<file path="config.mk">
export PLATFORM = sky130hd
export DESIGN_NAME = slt_cell
export DESIGN_NICKNAME = d
export VERILOG_FILES = /design/src/hw/rtl/slt_pkg.sv /design/src/hw/rtl/slt_cell.sv
export SDC_FILE = /design/constraint.sdc
export NUM_CORES = 1
export LEC_CHECK = 0
export BUFFER_PORTS_ARGS = -buffer_cell sky130_fd_sc_hd__buf_4
export CAP_MARGIN = 30
export CORE_MARGIN = 2
export CORE_UTILIZATION = 40
export DETAILED_ROUTE_END_ITERATION = 10
export PLACE_DENSITY = 0.77
export SETUP_SLACK_MARGIN = 0.02
export SYNTH_ARGS = -nofsm -noshare
export SYNTH_HDL_FRONTEND = slang
export SYNTH_SLANG_ARGS = --single-unit
</file>
<file path="constraint.sdc">
create_clock -name clock -period 2.5 [get_ports clock]
set_input_delay 0.5 -clock clock [delete_from_list [all_inputs] [get_ports clock]]
set_output_delay 0.5 -clock clock [all_outputs]
set_load 0.01 [all_outputs]
</file>
<file path="src/hw/rtl/slt_pkg.sv">
package slt_pkg;

   localparam int TABLE_DEPTH = 1024;
   localparam int KEY_WIDTH   = 16;
   localparam int LABEL_WIDTH = 16;

   // entry count holds 0..TABLE_DEPTH
   localparam int CNT_W = $clog2(TABLE_DEPTH + 1);

   // two-level match tree: cells in groups, then the groups
   localparam int GROUP_SIZE = 64;
   localparam int NUM_GROUPS = (TABLE_DEPTH + GROUP_SIZE - 1) / GROUP_SIZE;

   localparam logic [1:0] OP_CLEAR  = 2'd0;
   localparam logic [1:0] OP_INSERT = 2'd1;
   localparam logic [1:0] OP_LOOKUP = 2'd2;

   localparam logic [1:0] STAT_DONE    = 2'd0;
   localparam logic [1:0] STAT_PRESENT = 2'd1;
   localparam logic [1:0] STAT_FULL    = 2'd2;

   // broadcast to every cell of the row
   typedef struct packed {
      logic                   cmp_en;
      logic                   ins_en;
      logic [KEY_WIDTH-1:0]   key;
      logic [LABEL_WIDTH-1:0] label;
   } slt_ctl_type;

endpackage

</file>
<file path="src/hw/rtl/slt_cell.sv">
module slt_cell import slt_pkg::*; (
   input  logic                   clock,
   input  slt_ctl_type            ctl,
   input  logic                   valid,
   input  logic                   prev_lt,
   input  logic [KEY_WIDTH-1:0]   prev_key,
   input  logic [LABEL_WIDTH-1:0] prev_label,
   output logic                   lt_ff,
   output logic                   eq_ff,
   output logic [KEY_WIDTH-1:0]   key_ff,
   output logic [LABEL_WIDTH-1:0] label_ff
);

   logic                   lt_in;
   logic                   eq_in;
   logic [KEY_WIDTH-1:0]   key_in;
   logic [LABEL_WIDTH-1:0] label_in;

   assign lt_in = valid && (key_ff < ctl.key);
   assign eq_in = valid && (key_ff == ctl.key);

   // first cell not below the new key takes it, the ones above shift up by one
   assign key_in   = prev_lt ? ctl.key   : prev_key;
   assign label_in = prev_lt ? ctl.label : prev_label;

   always_ff @(posedge clock) begin
      if (ctl.cmp_en) begin
         lt_ff <= lt_in;
         eq_ff <= eq_in;
      end
      if (ctl.ins_en && !lt_ff) begin
         key_ff   <= key_in;
         label_ff <= label_in;
      end
   end

endmodule

</file>
==> results of run 1 <==
## path summary, 6_finish.rpt
| path | startpoint | endpoint | slack, ns | depth (start not counted) |
|---|---|---|---|---|
| setup reg to reg | key_ff[14] | lt_ff | 0.83 | 4 |
| hold reg to reg | key_ff[3] | lt_ff | 0.85 | 4 |
| setup / recovery | key_ff[14] | lt_ff | 0.83 | 4 |
| hold / removal | ctl[33] | eq_ff | 0.43 | 1 |
## registers in the layout (all words and copies together), names as in the netlist
signal and cells:
key_ff 16, label_ff 16, eq_ff 1, lt_ff 1
## placed cells by master (no fill, tap or decap), drive strengths merged
| cell type | count |
|---|---|
| nor2 | 2 |
| clkinv | 1 |
| mux2 | 32 |
| ha | 16 |
| nand3 | 2 |
| a21o | 1 |
| and3 | 1 |
| o21ai | 2 |
| nor2b | 1 |
| clkbuf | 5 |
| a21oi | 7 |
| nand2b | 1 |
| a221o | 1 |
| nand2 | 5 |
| nand4 | 2 |
| a211oi | 1 |
| edfxtp | 34 |
| buf | 103 |
| inv | 17 |
| nor4 | 1 |
## power by group through the flow
stage / registers [mW] / clock network [mW] / logic (mW)
4_1_cts: 0.689 / 0.379 / 0.284
3_3_place_gp: 0.700 / 0 / 0.279
6_report: 0.689 / 0.362 / 0.279
5_1_grt: 0.692 / 0.399 / 0.309
2_1_floorplan: 0.717 / 0 / 0.109
3_5_place_dp: 0.701 / 0 / 0.283
## layout make-up
class	instances	area [um^2]	area share
multi-input combinational	75	719	0.265
clock buffer	5	68.8	0.0253
inverter	17	63.8	0.0235
timing repair buffer	103	773	0.285
sequential	34	1020	0.376
tap	52	65.1	0.0240
clock inverter	1	3.75	0.00138
## kinds of logic after synthesis
| family | count (synthesis) | synth area share |
|---|---|---|
| flip-flops | 34 | 0.562 |
| multiplexers | 32 | 0.198 |
| buffers and inverters | 21 | 0.0455 |
| adder cells (fa/ha/maj) | 16 | 0.110 |
| AND/OR/NAND/NOR | 15 | 0.0407 |
| AO/OA/AOI/OAI | 12 | 0.0427 |
## critical path, cell delays in order, from the launching register on
cell and delay (ns):
edfxtp_1 0.41, ha_1 0.33, nand4_1 0.17, nor4_1 0.37, a211oi_1 0.12
## metal layers
layer  wire, um  part of all wire
met5          0                 0
met4         38            0.0095
met3        464              0.12
met2       1950              0.49
met1       1540              0.38
## through the flow
stage / hold slack [ns] / instances / worst slack, ns / total power [mW]
after floorplan: 0.612 / 130 / 0.128 / 0.827
after global placement: 0.709 / 281 / 0.648 / 0.979
after detailed placement: 0.711 / 281 / 0.619 / 0.984
after CTS: 0.419 / 287 / 0.797 / 1.35
after global routing: 0.421 / 287 / 0.586 / 1.40
final: 0.430 / 287 / 0.826 / 1.33
==> out/qor.yml, run 1 <==
outcome:
  outcome: "completed"
sta:
  rsz0062_at_grt: "false"
  setup_viol: 0
  hold_viol: 0
  clock.fmax_mhz: 597
  finalClockSkew_ns: 0.00509
  tightest_slew_ns: 0.434
  slew_violations: 0
  finalSetupTns_ns: 0
  min_period_ns: 1.67
  relSlewSlack: 0.711
  finalCritPeriodShare: 0.670
setup_path:
  start_kind: "register"
  crit_required_ns: 2.51
  worstSetupPathType: "reg -> reg"
  critPathMaxFanout: 3
  crit_path_end_kind: "register"
  cp_data_arrival_time_ns: 1.69
clock_tree:
  numCtsBuffers: 5
  htree_levels: 2
  cts_tree: "yes"
  clock-root-buffer: "clkbuf_8"
  postCtsHoldBufs: 0
  cts_resized: 0
  post_cts_buffers: 0
  max-clock-path-buffers: 2
  cts_sinks: 34
  insertion_delay_ns: 0.28
  clk_pin_slew_ns: 0.07
logic_synthesis:
  netlist_top_cells_count: "edfxtp_1, mux2_2, inv_1, ha_1"
  syn_area_um2: 1820
  syn_inst: 130
  yosysWarnings: 0
  synth.largest_area_cell: "edfxtp_1"
  synth-seq-area-share: 0.562
  syn_avg_cell_area_um2: 14.0
  yosysUniqueCellTypes: 22
  synth-seq-cells: 34
  synth-edff-count: 34
  yosys.cell_count.top_type: "edfxtp_1"
  ys_async_sr_fraction: 0
  synth_nets: 215
  synthTopCellsByArea: "edfxtp_1, mux2_2, ha_1, inv_1, a21oi_1"
  synth_ff_type: "edfxtp_1"
  yosys.area.top_type_share: 0.562
grt:
  grt_remaining_overflow: 0
  grt_max_degree: 33
  grt_util_met1: 0.171
  grt_use_met2: 0.275
  grt_pass1_vias: 1425
  grt_pass1_wl_um: 6220
  grt_busiest_layer: "met2"
  grt.met3_usage: 0.0745
  antenna_found_initial: 0
  grt_usage: 0.158
layout:
  n_antenna_cell: 0
  area_delta_synth_final_pct: 49.6
  drive_above_1_share: 0.600
  nets: 321
  nFillCells: 349
  final_cell_area_um2: 2720
  post-route-util: 0.624
die:
  die_h_um: 71.4
  io_pins: 103
  rows: 24
  start_util: 0.417
  die_x_um: 71.4
  die-area_um2: 5090
  coreArea_um2: 4350
power:
  clkPwrFrac: 0.272
  pwr-share-seq: 0.518
  switching_share: 0.230
  powerDensity_nw_per_um2: 490
  leakage_nw: 1.25
  internal-power_mw: 1.02
  p_sw_mw: 0.305
  p_comb_frac: 0.210
  vdd_drop_max_uv: 244
drt:
  routedWlPerCell_um: 13.9
  drt-total-wl_um: 3990
  drt_iter0_markers: 41
  vias: 1401
  drc_errors: 0
  viasPerCell: 4.88
  firstDrtPassIters: 3
  ant_nets: 0
min_path:
  hp-class: "in -> reg"
placement:
  place.port_buffers: 102
  hpwl_um: 3090
  place_area_um2: 2640
  globalplace.congestion: 0.710
run:
  drv_cap: 0
(Power assumes the default switching activity.)
==> inputs of run 2 (changes only) <==
- ABC_AREA: not set -> 1
- PLACE_DENSITY: 0.77 -> 0.76
- clock period: 2.5 -> 1.4 ns (I/O delays scaled with it)
==> out/qor.yml, run 2 <==
placement:
  hpwl_um: 3070
  placed_cells: 310
  globalplace.congestion: 0.745
  place_area_um2: 2650
  place.port_buffers: 102
  dp_slack_ns: 0.00869
grt:
  grt_remaining_overflow: 0
  antenna_found_initial: 0
  grt_pass1_vias: 1525
  grt_usage: 0.162
  grt_pass1_wl_um: 6450
  grt_max_degree: 33
layout:
  final_cell_mix: "buf_4, edfxtp_1, nor2_1"
  drive_above_1_share: 0.509
  layout_commonest_cell: "buf_4"
  n_antenna_cell: 0
  reg_top3: "key_ff x16, label_ff x16"
  nets: 353
  area_delta_synth_final_pct: 53.1
  instances_no_fill: 321
  nFillCells: 371
  post-route-util: 0.641
  final_cell_area_um2: 2810
outcome:
  outcome: "completed"
sta:
  setup_slack_ns: 0.0191
  slew_violations: 0
  relSlewSlack: 0.787
  finalSetupTns_ns: 0
  finalCritPeriodShare: 0.986
  tightest_slew_ns: 0.319
  rsz0062_at_grt: "true"
  clock.fmax_mhz: 724
  hold_slack_ns: 0.198
  min_period_ns: 1.38
  finalClockSkew_ns: 0.00511
  hold_viol: 0
  setup_viol: 0
logic_synthesis:
  synth-seq-area-share: 0.556
  synth_nets: 244
  synth-seq-cells: 34
  syn_inst: 159
  netlist_top_cells_count: "edfxtp_1, nor2_1, inv_1, a21oi_1, mux2_2"
  synth.largest_area_cell: "edfxtp_1"
  yosys.cell_count.top_type: "edfxtp_1"
  syn_avg_cell_area_um2: 11.6
  synth_ff_type: "edfxtp_1"
  syn_area_um2: 1840
  synthTopCellsByArea: "edfxtp_1, ha_1, mux2_2, a21oi_1, nor2_1"
  yosysUniqueCellTypes: 16
  ys_async_sr_fraction: 0
  yosysWarnings: 0
  synth-edff-count: 34
  yosys.area.top_type_share: 0.556
power:
  internal-power_mw: 1.85
  clkPwrFrac: 0.281
  vdd_drop_max_uv: 450
  leakage_nw: 1.31
  p_sw_mw: 0.602
  powerDensity_nw_per_um2: 874
  finalPower_mw: 2.46
  p_comb_frac: 0.218
  switching_share: 0.245
  pwr-share-seq: 0.501
setup_path:
  start_kind: "register"
  cp_common_cell: "nand2_1"
  cp_data_arrival_time_ns: 1.41
  critPathMaxStageDelay_ns: 0.45
  path_buf_inv: 0
  critical-path-top-delay-family: "flip-flops"
  worst_r2r_path_depth: 6
  crit_required_ns: 1.43
  worstSetupPathType: "reg -> reg"
  slowest_stage: "edfxtp_1"
  crit_path_end_kind: "register"
  crit_chain: "ha_4, nand2_1, nor2_1, o21ai_1, nand2_1, a21oi_1"
  path_depth: 6
  critPathMaxFanout: 3
  regToRegSetupSlack_ns: 0.02
drt:
  ant_nets: 0
  routedWlPerCell_um: 12.8
  vias: 1530
  firstDrtPassIters: 2
  drt_iter0_markers: 63
  drc_errors: 0
  viasPerCell: 4.77
  drt-total-wl_um: 4110
die:
  die-area_um2: 5150
  start_util: 0.419
  die_h_um: 71.8
  coreArea_um2: 4380
  rows: 24
  die_x_um: 71.8
  io_pins: 103
clock_tree:
  numCtsBuffers: 5
  postCtsHoldBufs: 0
  cts_tree: "yes"
  cts_sinks: 34
  clk_pin_slew_ns: 0.07
  clock-root-buffer: "clkbuf_8"
  max-clock-path-buffers: 2
  htree_levels: 2
  insertion_delay_ns: 0.28
min_path:
  min_path_cells: 1
  hp-class: "in -> reg"
run:
  drv_cap: 0
run 2: cell types whose count changed in the layout (fill, tap and decap cells not counted), sizes merged, moves of 4 or more:
| cell | previous run | this run |
|---|---|---|
| nand2 | 5 | 15 |
| a21oi | 7 | 20 |
| inv | 17 | 21 |
| nor2 | 2 | 23 |
| mux2 | 32 | 17 |
| buf | 103 | 107 |
run 2: layout make-up:
type | instances | area (um^2) | share of cell area
Inverter | 21 | 78.8 | 0.0280
Clock inverter | 2 | 8.76 | 0.00312
Multi-Input combinational cell | 99 | 749 | 0.267
Timing Repair Buffer | 107 | 816 | 0.290
Sequential cell | 34 | 1020 | 0.363
Clock buffer | 6 | 72.6 | 0.0258
Tap cell | 52 | 65.1 | 0.0231
run 2: cell families after synthesis:
kind of cell,after synthesis,share of synthesized area
compound gates,23,0.0654
fa+ha+maj,16,0.109
buf+inv,26,0.0715
flops,34,0.556
mux,17,0.104
simple gates,43,0.0940
run 2: power by group through the flow:
stage	logic (mW)	registers, mW	clock network [mW]
finish	0.535	1.23	0.690
floorplan	0.209	1.28	0
global route	0.592	1.24	0.757
global placement	0.505	1.25	0
detailed placement	0.515	1.25	0
CTS	0.526	1.23	0.706
run 2: path summary, 6_finish.rpt:
kind / startpoint / endpoint
setup / recovery: key_ff[15] / lt_ff
hold / removal: ctl[33] / eq_ff
setup reg to reg: key_ff[15] / lt_ff
hold reg to reg: lt_ff / key_ff[7]
run 2: worst reg2reg max path, cell delays in order, from the launching register on:
cell      delay (ns)
edfxtp_1        0.45
ha_4            0.30
nand2_1         0.09
nor2_1          0.12
o21ai_1         0.07
nand2_1         0.07
a21oi_1         0.04
run 2: what timing repair did:
item                       4_1_cts  5_1_grt
resized for setup                2        4
setup buffers                    1        2
pin swaps                        3        3
setup endpoints to repair        2        2
cloned                           0        0
run 2: routing by layer:
metal / up-vias / global-route usage / share of wire
met2: 63 / 0.278 / 0.51
met4: 0 / 0.0503 / 0.010
met1: 692 / 0.176 / 0.38
met3: 8 / 0.0788 / 0.10
li1: 767 / - / -
met5: - / 0 / 0
==> inputs of run 3 (changes only) <==
- CORE_MARGIN: 2 -> not set
==> out/qor.yml, run 3 (synthesis results as in run 2) <==
outcome:
  outcome: "completed"
drt:
  drt_iter0_markers: 37
  drc_errors: 0
  viasPerCell: 4.70
  ant_nets: 0
  routedWlPerCell_um: 12.1
  firstDrtPassIters: 4
  drt-total-wl_um: 3900
  vias: 1512
sta:
  relSlewSlack: 0.790
  rsz0062_at_grt: "true"
  finalClockSkew_ns: 0.00244
  clock.fmax_mhz: 719
  setup_slack_ns: 0.00952
  tightest_slew_ns: 0.314
  min_period_ns: 1.39
  finalCritPeriodShare: 0.993
  setup_viol: 0
  slew_violations: 0
  hold_viol: 0
  hold_slack_ns: 0.207
  finalSetupTns_ns: 0
grt:
  grt_remaining_overflow: 0
  grt_util_met1: 0.185
  grt_pass1_vias: 1492
  grt_busiest_layer: "met2"
  grt_max_degree: 33
  grt_use_met2: 0.287
  antenna_found_initial: 0
  grt_usage: 0.165
  grt_pass1_wl_um: 6300
  grt.met3_usage: 0.0567
clock_tree:
  max-clock-path-buffers: 2
  clk_pin_slew_ns: 0.06
  insertion_delay_ns: 0.28
  cts_sinks: 34
  numCtsBuffers: 5
  clock-root-buffer: "clkbuf_8"
  htree_levels: 2
  cts_tree: "yes"
placement:
  hpwl_um: 2970
  placed_cells: 311
  globalplace.congestion: 0.740
  dp_slack_ns: -0.0328
  place.port_buffers: 102
die:
  rows: 24
  io_pins: 103
  die_h_um: 69.8
  coreArea_um2: 4380
  start_util: 0.419
  die_x_um: 69.8
  die-area_um2: 4870
setup_path:
  critical-path-top-delay-family: "flip-flops"
  start_kind: "register"
  critPathMaxStageDelay_ns: 0.43
  slowest_stage: "edfxtp_1"
  crit_required_ns: 1.43
  crit_path_end_kind: "register"
  cp_data_arrival_time_ns: 1.42
  critPathMaxFanout: 2
  path_buf_inv: 0
  worstSetupPathType: "reg -> reg"
  crit_chain: "ha_4, nand4_1, nor3_2, a21oi_1"
layout:
  nets: 355
  instances_no_fill: 322
  reg_top3: "key_ff x16, label_ff x16"
  layout_commonest_cell: "buf_4"
  area_delta_synth_final_pct: 52.1
  drive_above_1_share: 0.500
  n_antenna_cell: 0
  final_cell_mix: "buf_4, edfxtp_1, nor2_1"
run:
  drv_cap: 0
power:
  finalPower_mw: 2.42
  powerDensity_nw_per_um2: 866
  leakage_nw: 1.32
  vdd_drop_max_uv: 563
min_path:
  hp-class: "in -> reg"
-- run 3: worst register-to-register path, cell delays in order, from the launching register on --
cell	delay, ns
edfxtp_1	0.43
ha_4	0.30
nand4_1	0.10
nor3_2	0.22
a21oi_1	0.09
-- run 3: report_power, final --
| group | leakage, nW | switching [mW] | internal, mW |
|---|---|---|---|
| sequential | 0.321 | 0.0264 | 1.20 |
| combinational | 0.959 | 0.217 | 0.308 |
| clock | 0.0383 | 0.322 | 0.342 |
| total | 1.32 | 0.565 | 1.85 |
-- run 3: final timing paths --
| kind | end | slack (ns) | from | depth (start not counted) |
|---|---|---|---|---|
| setup / recovery | lt_ff | 0.01 | key_ff[10] | 4 |
| hold / removal | eq_ff | 0.21 | ctl[33] | 1 |
| setup reg to reg | lt_ff | 0.01 | key_ff[10] | 4 |
| hold reg to reg | key_ff[7] | 0.80 | lt_ff | 2 |
-- run 3: area by class of cell --
cell class | count | area, um^2
inverters | 21 | 78.8
flip-flops and latches | 34 | 1020
repair buffers | 109 | 831
clock buffers | 7 | 76.3
multi-input cells | 99 | 722
well taps | 52 | 65.1
fillers | 373 | 1590
-- run 3: what timing repair did --
item	4_1_cts	5_1_grt
hold buffers	0	0
resized for setup	1	2
pin swaps	0	5
setup endpoints to repair	2	2
buffers inserted	0	4
-- run 3: layer usage --
layer / vias up / routed length, um
met1: 675 / 1530
met5: - / 0
met4: 0 / 53
met2: 61 / 2000
li1: 770 / -
met3: 6 / 304
-- run 3: stage by stage --
| step | util | cell area (um^2) |
|---|---|---|
| after floorplan | - | 1840 |
| after global placement | 0.606 | 2660 |
| after detailed placement | 0.606 | 2660 |
| after CTS | 0.625 | 2740 |
| after global routing | 0.637 | 2790 |
| final | 0.637 | 2790 |
