[src/hw/rtl/slt_pkg.sv]
package slt_pkg;

   localparam int TABLE_DEPTH = 1024;
   localparam int KEY_WIDTH   = 16;
   localparam int LABEL_WIDTH = 16;

   // entry count holds 0..TABLE_DEPTH
   localparam int CNT_W = $clog2(TABLE_DEPTH + 1);

   // two-level match tree: cells in groups, then the groups
   localparam int GROUP_SIZE = 64;
   localparam int NUM_GROUPS = (TABLE_DEPTH + GROUP_SIZE - 1) / GROUP_SIZE;

   localparam logic [1:0] OP_CLEAR  = 2'd0;
   localparam logic [1:0] OP_INSERT = 2'd1;
   localparam logic [1:0] OP_LOOKUP = 2'd2;

   localparam logic [1:0] STAT_DONE    = 2'd0;
   localparam logic [1:0] STAT_PRESENT = 2'd1;
   localparam logic [1:0] STAT_FULL    = 2'd2;

   // broadcast to every cell of the row
   typedef struct packed {
      logic                   cmp_en;
      logic                   ins_en;
      logic [KEY_WIDTH-1:0]   key;
      logic [LABEL_WIDTH-1:0] label;
   } slt_ctl_type;

endpackage

[src/hw/rtl/slt_reduce.sv]
module slt_reduce import slt_pkg::*; (
   input  logic                   clock,
   input  logic                   en,
   input  logic [GROUP_SIZE-1:0]  hit_in,
   input  logic [LABEL_WIDTH-1:0] label_in [GROUP_SIZE],
   output logic                   hit_ff,
   output logic [LABEL_WIDTH-1:0] label_ff
);

   logic [LABEL_WIDTH-1:0] label_or;

   // keys are unique, so at most one input hits and an OR selects it
   always_comb begin
      label_or = '0;
      for (int j = 0; j < GROUP_SIZE; j++) begin
         label_or = label_or | (label_in[j] & {LABEL_WIDTH{hit_in[j]}});
      end
   end

   always_ff @(posedge clock) begin
      if (en) begin
         hit_ff   <= |hit_in;
         label_ff <= label_or;
      end
   end

endmodule

[config.mk]
export PLATFORM = sky130hd
export DESIGN_NAME = slt_reduce
export DESIGN_NICKNAME = d
export VERILOG_FILES = /design/src/hw/rtl/slt_pkg.sv /design/src/hw/rtl/slt_reduce.sv
export SDC_FILE = /design/constraint.sdc
export NUM_CORES = 1
export LEC_CHECK = 0
export ABC_AREA = 1
export BUFFER_PORTS_ARGS = -buffer_cell sky130_fd_sc_hd__clkbuf_2
export CORE_AREA = 2 2 435 437
export DETAILED_ROUTE_END_ITERATION = 8
export DIE_AREA = 0 0 437 439
export PLACE_DENSITY = 0.3
export SLEW_MARGIN = 10
export SYNTH_ARGS = -nofsm -noshare
export SYNTH_HDL_FRONTEND = slang
export SYNTH_SLANG_ARGS = --single-unit
[constraint.sdc]
create_clock -name clock -period 3.09 [get_ports clock]
set_input_delay 0.4635 -clock clock [delete_from_list [all_inputs] [get_ports clock]]
set_output_delay 0.4635 -clock clock [all_outputs]
set_load 0.005 [all_outputs]
==> summary.txt, run 1 <==
Power
  • Pwr per Cell Area: 166 nW/um^2
  • Psw: 0.00165 W
  • P_leak: 10.0 nW
  • Max rail drop VDD: 170 uV
  • Combinational power share: 0.789
  • Switching share of power: 0.559
  • Reg power frac: 0.093
  • Power share of the clock group: 0.118
  • Int Pwr: 0.00130 W
  • Total power: 0.00295 W

Placed design
  • DP Area: 17600 sq um
  • Dpl cells: 5643
  • GPL Wtd Cong: 0.951
  • Buffers on Ports: 1106
  • Hpwl dp: 145 mm

Global routing
  • Largest net degree at the start of global routing: 18
  • Initial antenna violation count: 85
  • Total GRT Usage: 0.155
  • Grt ovf: 0
  • First-pass GRT wire length: 192 mm
  • Number of global-route vias before repair: 18100

Floorplan
  • CORE AREA: 187000 sq um
  • Die Width: 437 um
  • Initial Util: 0.0508
  • Ports: 1107
  • Die area: 192000 sq um
  • Placement row count: 159
  • Die Ht: 439 um

STA
  • Hold Violations, Final: 0
  • RSZ-0062 raised after global routing: false
  • Final worst path period need: 2.57 ns
  • Slew @ Worst Pin: 0.878 ns
  • Slew headroom: 0.415
  • Endpoints failing setup: 0
  • Tcrit/Tclk final: 0.831
  • Max-slew violation count: 0
  • Fmax: 389 MHz
  • Setup TNS: 0 ns

Cells and area
  • Area growth from synthesis to layout: 87.0%
  • Nets: 4243
  • Most common cell after layout, fill and taps aside: nand2_1
  • FILL cells: 22800
  • Final Cell Area: 17800 sq um
  • Commonest cells after routing, fill and taps aside: nand2_1 (1340), clkbuf_2 (1106), nor2_1 (195)
  • Final Util: 0.0949
  • Share of cells above drive strength 1: 0.395
  • Final std cells w/o fill: 5663

Drt
  • Total Wirelength: 156 mm
  • 1st-iter DRT viols: 1200
  • DR pass1 iterations: 5
  • DR WL/cell: 27.5 um
  • # DRC: 0
  • Antenna Nets Post-Route: 0
  • Vias per inst: 3.12
  • Vias: 17700

Yosys
  • Syn_area_per_cell: 4.52 sq um
  • Register area share after synthesis: 0.0538
  • Mapped cell area: 9490 sq um
  • Synth cell types: 14
  • Synth warnings: 0
  • Net Count, Synth: 3192
  • Post-Syn Instances: 2102
  • #FFs+latches synth: 17

Clock tree
  • Root Driver: clkbuf_16
  • Clk sinks: 17
  • CTS resizes: 0
  • Worst-path clk slew: 0.07 ns
  • Hold Buf Count CTS: 0
  • Clk buf depth: 2
  • Inserted Clock Buffers: 3
  • Post-CTS Setup Inserts: 0
  • CTS tree: done
  • Htree depth: 1

Worst setup path
  • CP Class: in2reg
  • CP top delay family: simple AND/OR/NAND/NOR gates
  • Worst path most repeated cell: nand2_1
  • Required time worst endpoint: 3.11 ns
  • CP max stage delay: 0.56 ns
  • Crit-path slowest cell: nor2_1
  • CP Cell Sequence: clkbuf_2 -> nand2_1 -> nand2_1 -> inv_1 -> nand2_1 -> nor2_1 -> nand2_1 -> nor2_1 -> nand2_1
  • Startpoint Class: input port
  • CP Max Fanout: 17
  • Buffers & Inverters on Critical Path: 2
  • WP data arrival: 2.59 ns
  • Worst setup EP type: register

Status
  • Status: finished, final reports clean

Hold path
  • Worst hold path class: in2reg

Flow run
  • Max cap viols: 0
[Yosys cell counts]
cell type / number / area share
inv_2: 2 / 0.00079
buf_4: 12 / 0.0095
nor2_1: 195 / 0.077
buf_2: 58 / 0.031
nand2_2: 63 / 0.042
edfxtp_1: 17 / 0.054
nor2_2: 1 / 0.00066
nor3_2: 2 / 0.0021
nand2_1: 1340 / 0.53
nand4_1: 164 / 0.11
buf_6: 55 / 0.065
buf_12: 2 / 0.0042
inv_1: 190 / 0.075
buf_8: 1 / 0.0016
[logic make-up (layout without fill, tap and decap cells)]
family,Yosys count,count (layout),synth area share
buffers and inverters,320,1370,0.187
flip-flops,17,17,0.0538
other,0,16,0
AND/OR/NAND/NOR,1765,1765,0.759
[power by group through the flow]
stage	combinational (W)	clock (W)	sequential, W
2_1_floorplan	0.000879	0	0.000274
3_3_place_gp	0.00245	0	0.000284
3_5_place_dp	0.00241	0	0.000283
4_1_cts	0.00242	0.000388	0.000278
5_1_grt	0.00257	0.000381	0.000277
6_report	0.00233	0.000349	0.000275
[worst paths after layout]
kind / start / end / cells past startpoint
worst max-delay path: hit_in[60] / label_ff[6]$_DFFE_PP_ / 9
worst min-delay path: label_in[603] / label_ff[11]$_DFFE_PP_ / 7
[layout make-up]
cell class              count  area [sq um]  share of cell area
multi-input cells        1765          7210               0.406
repair buffers           1174          6070               0.342
well taps                2495          3120               0.176
inverters                 192           721              0.0406
flip-flops and latches     17           510              0.0288
clock buffers               3          75.1             0.00423
diodes                     16          40.0             0.00226
clock inverters             1          5.00            0.000282
[state kept, by name, indices dropped and copies added (netlist names)]
name,cells
hit_ff,1
label_ff,16
[per-layer routing]
layer	up-vias	GRT usage	part of all wire
li1	8462	-	-
met1	8219	0.176	0.38
met2	785	0.302	0.54
met3	158	0.0305	0.061
met4	64	0.0152	0.011
met5	-	0	0.0028
[per-stage QoR]
step           hold slack, ns  worst slack, ns
4_1_cts                 0.734            0.381
6_report                0.722            0.521
5_1_grt                 0.779            0.424
2_1_floorplan           0.576             1.67
3_3_place_gp            0.952           0.0192
3_5_place_dp            0.957           0.0500
(Power assumes the default switching activity.)
==> inputs of run 2 (changes only) <==
- ABC_AREA: 1 -> 0
- CORE_AREA: 2 2 435 437 -> 2 2 436 438
- DIE_AREA: 0 0 437 439 -> 0 0 438 440
- clock period: 3.09 -> 2.2 ns (I/O delays scaled with it)
==> summary.txt, run 2 <==
STA
  • Hold Violations, Final: 0 (unchanged)
  • Endpoints failing setup: 6 (+6)
  • Slew @ Worst Pin: 0.667 ns (-0.211 ns)
  • PnR worst setup slack: -0.0738 ns (-0.595 ns)
  • Max-slew violation count: 0 (unchanged)
  • RSZ-0062 raised after global routing: true
  • Slew headroom: 0.556 (+0.141)
  • Fmax: 440 MHz
  • Final worst path period need: 2.27 ns
  • Tcrit/Tclk final: 1.03

Hold path
  • Worst hold path class: in2reg

Drt
  • Vias per inst: 3.55 (+14%)
  • DR WL/cell: 43.0 um (+56%)
  • # DRC: 0 (unchanged)
  • DR pass1 iterations: 5 (unchanged)
  • Antenna Nets Post-Route: 0 (unchanged)
  • Vias: 16700 (-5.8%)
  • Total Wirelength: 202 mm (+30%)
  • 1st-iter DRT viols: 1576 (+31%)

Yosys
  • Dominant synthesized flop cell: edfxtp_1
  • Top-count cell post-synth: a221oi_1
  • Synth warnings: 0 (unchanged)
  • Share of the synthesized area in the top cell type: 0.343 (-0.186)
  • Net Count, Synth: 1848 (-42%)
  • FFs w/ async S/R, synth: 0 (unchanged)
  • Synth cell types: 15 (+1)
  • Register area share after synthesis: 0.0785 (+0.0247)
  • #FFs+latches synth: 17 (unchanged)
  • Synth top area cells: a221oi_1 (34%), a22o_1 (34%), edfxtp_1 (7.8%)
  • Post-Syn Instances: 758 (-64%)
  • Mapped cell area: 6500 sq um (-31%)
  • Syn_area_per_cell: 8.58 sq um (+90%)
  • Commonest cells post-synth: a221oi_1 (255), a22o_1 (250), nand4_1 (68)
  • Area leader, netlist: a221oi_1
  • EDFF count, synth: 17 (unchanged)

Floorplan
  • Initial Util: 0.0345 (-0.0163)
  • Die Ht: 440 um (+0.23%)
  • Die Width: 438 um (+0.23%)
  • Die area: 193000 sq um (+0.46%)
  • CORE AREA: 189000 sq um (+0.84%)
  • Ports: 1107 (unchanged)
  • Placement row count: 160 (+0.63%)

Cells and area
  • Area growth from synthesis to layout: 189%
  • Largest register FFs: 16 (unchanged)
  • Top reg by flops: label_ff
  • Final Util: 0.0997 (+0.00476)
  • Largest regs: label_ff (16), hit_ff (1)
  • Share of cells above drive strength 1: 0.738 (+0.343)
  • Nets: 3148 (-26%)
  • Most common cell after layout, fill and taps aside: clkbuf_2
  • Final Cell Area: 18800 sq um (+5.9%)
  • Commonest cells after routing, fill and taps aside: clkbuf_2 (1074), buf_4 (242), a22o_1 (241)

Clock tree
  • Htree depth: 1 (unchanged)
  • Clk sinks: 17 (unchanged)
  • Clk buf depth: 2 (unchanged)
  • Worst-path clk slew: 0.08 ns (about the same)
  • Root Driver: clkbuf_16
  • Inserted Clock Buffers: 3 (unchanged)
  • CTS tree: done

Power
  • Psw: 0.00227 W (+38%)
  • Power share of the clock group: 0.101 (-0.017)
  • Reg power frac: 0.082 (-0.011)
  • Max rail drop VDD: 225 uV (+33%)
  • Int Pwr: 0.00245 W (+88%)
  • Combinational power share: 0.818 (+0.029)
  • Pwr per Cell Area: 251 nW/um^2 (+51%)
  • Switching share of power: 0.481 (-0.0771)
  • P_leak: 8.41 nW (-16%)

Worst setup path
  • CP Max Fanout: 6 (-11)
  • Required time worst endpoint: 2.24 ns (-0.87 ns)
  • Startpoint Class: input port
  • Worst setup EP type: register
  • CP Class: in2reg
  • WP data arrival: 2.32 ns (-0.27 ns)

Placed design
  • Hpwl dp: 187 mm (+29%)
  • Pre-CTS WS: -0.916 ns (-0.966 ns)
  • DP Area: 17100 sq um (-2.9%)
  • GPL Wtd Cong: 1.08 (+14%)
  • Buffers on Ports: 1106 (unchanged)

Global routing
  • Initial antenna violation count: 371 (+340%)
  • First-pass GRT wire length: 232 mm (+21%)
  • Total GRT Usage: 0.198 (+0.0436)
  • Largest net degree at the start of global routing: 18 (unchanged)
  • Number of global-route vias before repair: 15600 (-14%)
  • Grt ovf: 0 (unchanged)

Flow run
  • Max cap viols: 0 (unchanged)

Status
  • Failing checks: negative setup slack
  • Status: finished with violations
[run 2: cell count changes in the layout (fill, tap and decap cells not counted), moves of 96 or more]
| cell | delta |
|---|---|
| nand2_1 | -1340 |
| a22o_1 | +241 |
| nor2_1 | -195 |
| inv_1 | -190 |
| a221oi_1 | +182 |
| buf_4 | +176 |
| diode_2 | +107 |
| nand4_1 | -96 |
[run 2: layout make-up]
| cell class | instances | area (sq um) |
|---|---|---|
| Fill cell | 22200 | 170000 |
| Timing Repair Buffer | 1423 | 8940 |
| Multi-Input combinational cell | 613 | 5820 |
| Tap cell | 2511 | 3140 |
| Sequential cell | 17 | 510 |
| Antenna cell | 123 | 308 |
| Clock buffer | 3 | 75.1 |
| Clock inverter | 1 | 5.00 |
[run 2: metrics by stage]
step | TNS, ns | hold WS, ns | std cells | power [W]
after floorplan | 0 | 0.442 | 758 | 0.00135
after global placement | -10.52 | 0.753 | 4535 | 0.00394
after detailed placement | -10.51 | 0.754 | 4535 | 0.00394
after CTS | -0.572 | 0.424 | 4549 | 0.00467
after global routing | -0.333 | 0.471 | 4636 | 0.00490
final | -0.276 | 0.446 | 4691 | 0.00472
[run 2: critical path: stages]
cell      delay [ns]
buf_6           0.10
buf_12          0.13
a22o_1          0.21
a221oi_2        0.24
nand4_1         0.50
buf_6           0.32
or4_1           0.48
[run 2: what timing repair did]
action / CTS / global route
buffers inserted: 11 / 19
hold buffers: 0 / 0
pin swaps: 28 / 28
setup endpoints to repair: 16 / 14
resized for setup: 124 / 62
gates cloned: 1 / 2
[run 2: per-layer routing]
metal | global-route usage | wire, um | vias up
li1 | - | - | 6427
met1 | 0.202 | 68800 | 8017
met2 | 0.327 | 95600 | 1375
met3 | 0.107 | 25100 | 603
met4 | 0.103 | 10700 | 234
met5 | 0 | 1700 | -
[run 2: power by group through the flow]
stage | sequential, W | combinational (W) | clock, W
2_1_floorplan | 0.000385 | 0.000969 | 0
3_3_place_gp | 0.000398 | 0.00355 | 0
3_5_place_dp | 0.000397 | 0.00355 | 0
4_1_cts | 0.000389 | 0.00375 | 0.000539
5_1_grt | 0.000389 | 0.00399 | 0.000521
6_report | 0.000385 | 0.00386 | 0.000475
[run 2: logic make-up after synthesis]
group / Yosys count / synth area share
flip-flops: 17 / 0.0785
buffers and inverters: 128 / 0.129
AND/OR/NAND/NOR: 101 / 0.100
AO/OA/AOI/OAI: 512 / 0.692
[run 2: path summary, 6_finish.rpt]
check,start,end,slack (ns),depth (start not counted)
setup / recovery,hit_in[16],label_ff[5]$_DFFE_PP_,-0.07,7
hold / removal,label_in[304],label_ff[0]$_DFFE_PP_,0.45,4
==> inputs of run 3 (changes only) <==
==> constraint.sdc (replaced) <==
create_clock -name clock -period 2.2 [get_ports clock]
set_input_delay 0.11 -clock clock [delete_from_list [all_inputs] [get_ports clock]]
set_output_delay 0.11 -clock clock [all_outputs]
set_load 0.005 [all_outputs]
==> summary.txt, run 3 (synthesized netlist as in run 2, its figures left out) <==
Status
  • Status: finished with violations
  • Failing checks: negative setup slack

Drt
  • # DRC: 0 (unchanged)
  • 1st-iter DRT viols: 1818 (+15%)
  • Antenna Nets Post-Route: 0 (unchanged)
  • DR pass1 iterations: 5 (unchanged)
  • Vias per inst: 3.53 (-0.61%)
  • Total Wirelength: 199 mm (-1.4%)
  • Vias: 16300 (-2.4%)
  • DR WL/cell: 43.2 um (+0.36%)

Power
  • Total power: 0.00431 W (-8.8%)
  • P_leak: 7.58 nW (-9.8%)
  • Max rail drop VDD: 252 uV (+12%)
  • Pwr per Cell Area: 254 nW/um^2 (+1.2%)

Clock tree
  • Clk buf depth: 2 (unchanged)
  • Inserted Clock Buffers: 3 (unchanged)
  • CTS tree: done
  • Worst-path clk slew: 0.07 ns (about the same)
  • Root Driver: clkbuf_16
  • Htree depth: 1 (unchanged)
  • Clk sinks: 17 (unchanged)
  • Hold Buf Count CTS: 0 (unchanged)

STA
  • Endpoints failing setup: 3 (-3)
  • Max-slew violation count: 0 (unchanged)
  • Final worst path period need: 2.24 ns (-0.0319 ns)
  • Slew @ Worst Pin: 0.893 ns (+0.226 ns)
  • WHS: 0.261 ns (-0.185 ns)
  • Tcrit/Tclk final: 1.02 (-0.0145)
  • PnR worst setup slack: -0.0419 ns (+0.0319 ns)
  • RSZ-0062 raised after global routing: false
  • Fmax: 446 MHz (+1.4%)
  • Hold Violations, Final: 0 (unchanged)
  • Slew headroom: 0.399 (-0.156)

Cells and area
  • Commonest cells after routing, fill and taps aside: clkbuf_2 (1098), a22o_1 (250), a221oi_1 (238)
  • FILL cells: 22300 (+0.70%)
  • Largest regs: label_ff (16), hit_ff (1)
  • Nets: 3059 (-2.8%)
  • Final std cells w/o fill: 4608 (-1.8%)
  • Seq. cell area: 510 sq um (unchanged)
  • Most common cell after layout, fill and taps aside: clkbuf_2
  • Top reg by flops: label_ff
  • Largest register FFs: 16 (unchanged)
  • Share of cells above drive strength 1: 0.693 (-0.0454)
  • Footprint of the multi-input gates: 5270 sq um (-9.4%)
  • Area growth from synthesis to layout: 161%

Worst setup path
  • CP max stage delay: 0.55 ns (+0.05 ns)
  • WP data arrival: 2.28 ns (-0.04 ns)
  • CP Cell Sequence: clkbuf_2 -> a22o_1 -> a221oi_1 -> nand4_1 -> buf_4 -> or4_1
  • Worst setup EP type: register
  • Buffers & Inverters on Critical Path: 2 (-1)
  • Required time worst endpoint: 2.23 ns (about the same)
  • Startpoint Class: input port
  • Crit-path slowest cell: a221oi_1
  • CP top delay family: simple AND/OR/NAND/NOR gates
  • CP Class: in2reg
  • CP Max Fanout: 9 (+3)

Floorplan
  • Die Ht: 440 um (unchanged)
  • CORE AREA: 189000 sq um (unchanged)
  • Ports: 1107 (unchanged)
  • Die area: 193000 sq um (unchanged)
  • Initial Util: 0.0345 (unchanged)
  • Placement row count: 160 (unchanged)
  • Die Width: 438 um (unchanged)

Global routing
  • First-pass GRT wire length: 229 mm (-1.2%)
  • Initial antenna violation count: 361 (-2.7%)
  • Number of global-route vias before repair: 15200 (-2.6%)
  • Grt ovf: 0 (unchanged)
  • Largest net degree at the start of global routing: 18 (unchanged)
  • Total GRT Usage: 0.196 (-0.00229)

Placed design
  • Buffers on Ports: 1106 (unchanged)
  • Dpl cells: 4475 (-1.3%)
  • Hpwl dp: 186 mm (-0.64%)
  • GPL Wtd Cong: 1.07 (-1.5%)

Flow run
  • Max cap viols: 0 (unchanged)

Hold path
  • Worst hold path class: in2reg
==> run 3: cell types whose count changed in the layout (fill, tap and decap cells not counted), moves of 6 or more <==
| cell | before | now |
|---|---|---|
| clkbuf_8 | 9 | 0 |
| buf_4 | 242 | 197 |
| buf_12 | 56 | 28 |
| diode_2 | 123 | 129 |
| a221oi_2 | 64 | 17 |
| a22o_1 | 241 | 250 |
| a221oi_4 | 10 | 1 |
| a22o_4 | 11 | 0 |
| clkbuf_4 | 14 | 5 |
| buf_6 | 22 | 2 |
| a221oi_1 | 182 | 238 |
| clkbuf_2 | 1074 | 1098 |
==> run 3: layout make-up <==
cell class | count | share of cell area
Sequential cell | 17 | 0.0301
Clock inverter | 1 | 0.000295
Antenna cell | 129 | 0.0190
Timing Repair Buffer | 1334 | 0.450
Tap cell | 2511 | 0.185
Multi-Input combinational cell | 613 | 0.311
Clock buffer | 3 | 0.00443
==> run 3: worst paths after layout <==
| kind | startpoint | end | depth (start not counted) |
|---|---|---|---|
| setup / recovery | hit_in[52] | label_ff[2]$_DFFE_PP_ | 6 |
| hold / removal | label_in[304] | label_ff[0]$_DFFE_PP_ | 4 |
==> run 3: per-layer routing <==
layer,vias up,wire length (um),part of all wire,GRT usage
li1,6239,-,-,-
met1,7789,66500,0.33,0.194
met2,1407,93800,0.47,0.324
met3,582,26200,0.13,0.114
met4,244,10900,0.055,0.101
met5,-,1560,0.0078,0.00670
==> run 3: power breakdown <==
| part | switching [W] | internal [W] | total, W |
|---|---|---|---|
| registers | 0.0000159 | 0.000372 | 0.000388 |
| clock network | 0.000241 | 0.000248 | 0.000489 |
| logic | 0.00189 | 0.00153 | 0.00343 |
==> run 3: metrics by stage <==
step	utilization	TNS, ns	setup WS [ns]	cell area, sq um
3_3_place_gp	0.0870	-5.90	-0.576	16400
3_5_place_dp	0.0870	-6.03	-0.578	16400
2_1_floorplan	-	0	0.590	6500
5_1_grt	0.0893	0	0.00163	16800
6_report	0.0899	-0.0617	-0.0419	17000
4_1_cts	0.0879	0	0.00305	16600
==> run 3: repair_timing <==
action	4_1_cts	5_1_grt
gates cloned	0	0
setup buffers	0	0
endpoints found under the setup margin	10	7
pin swaps	2	5
resized for setup	19	12
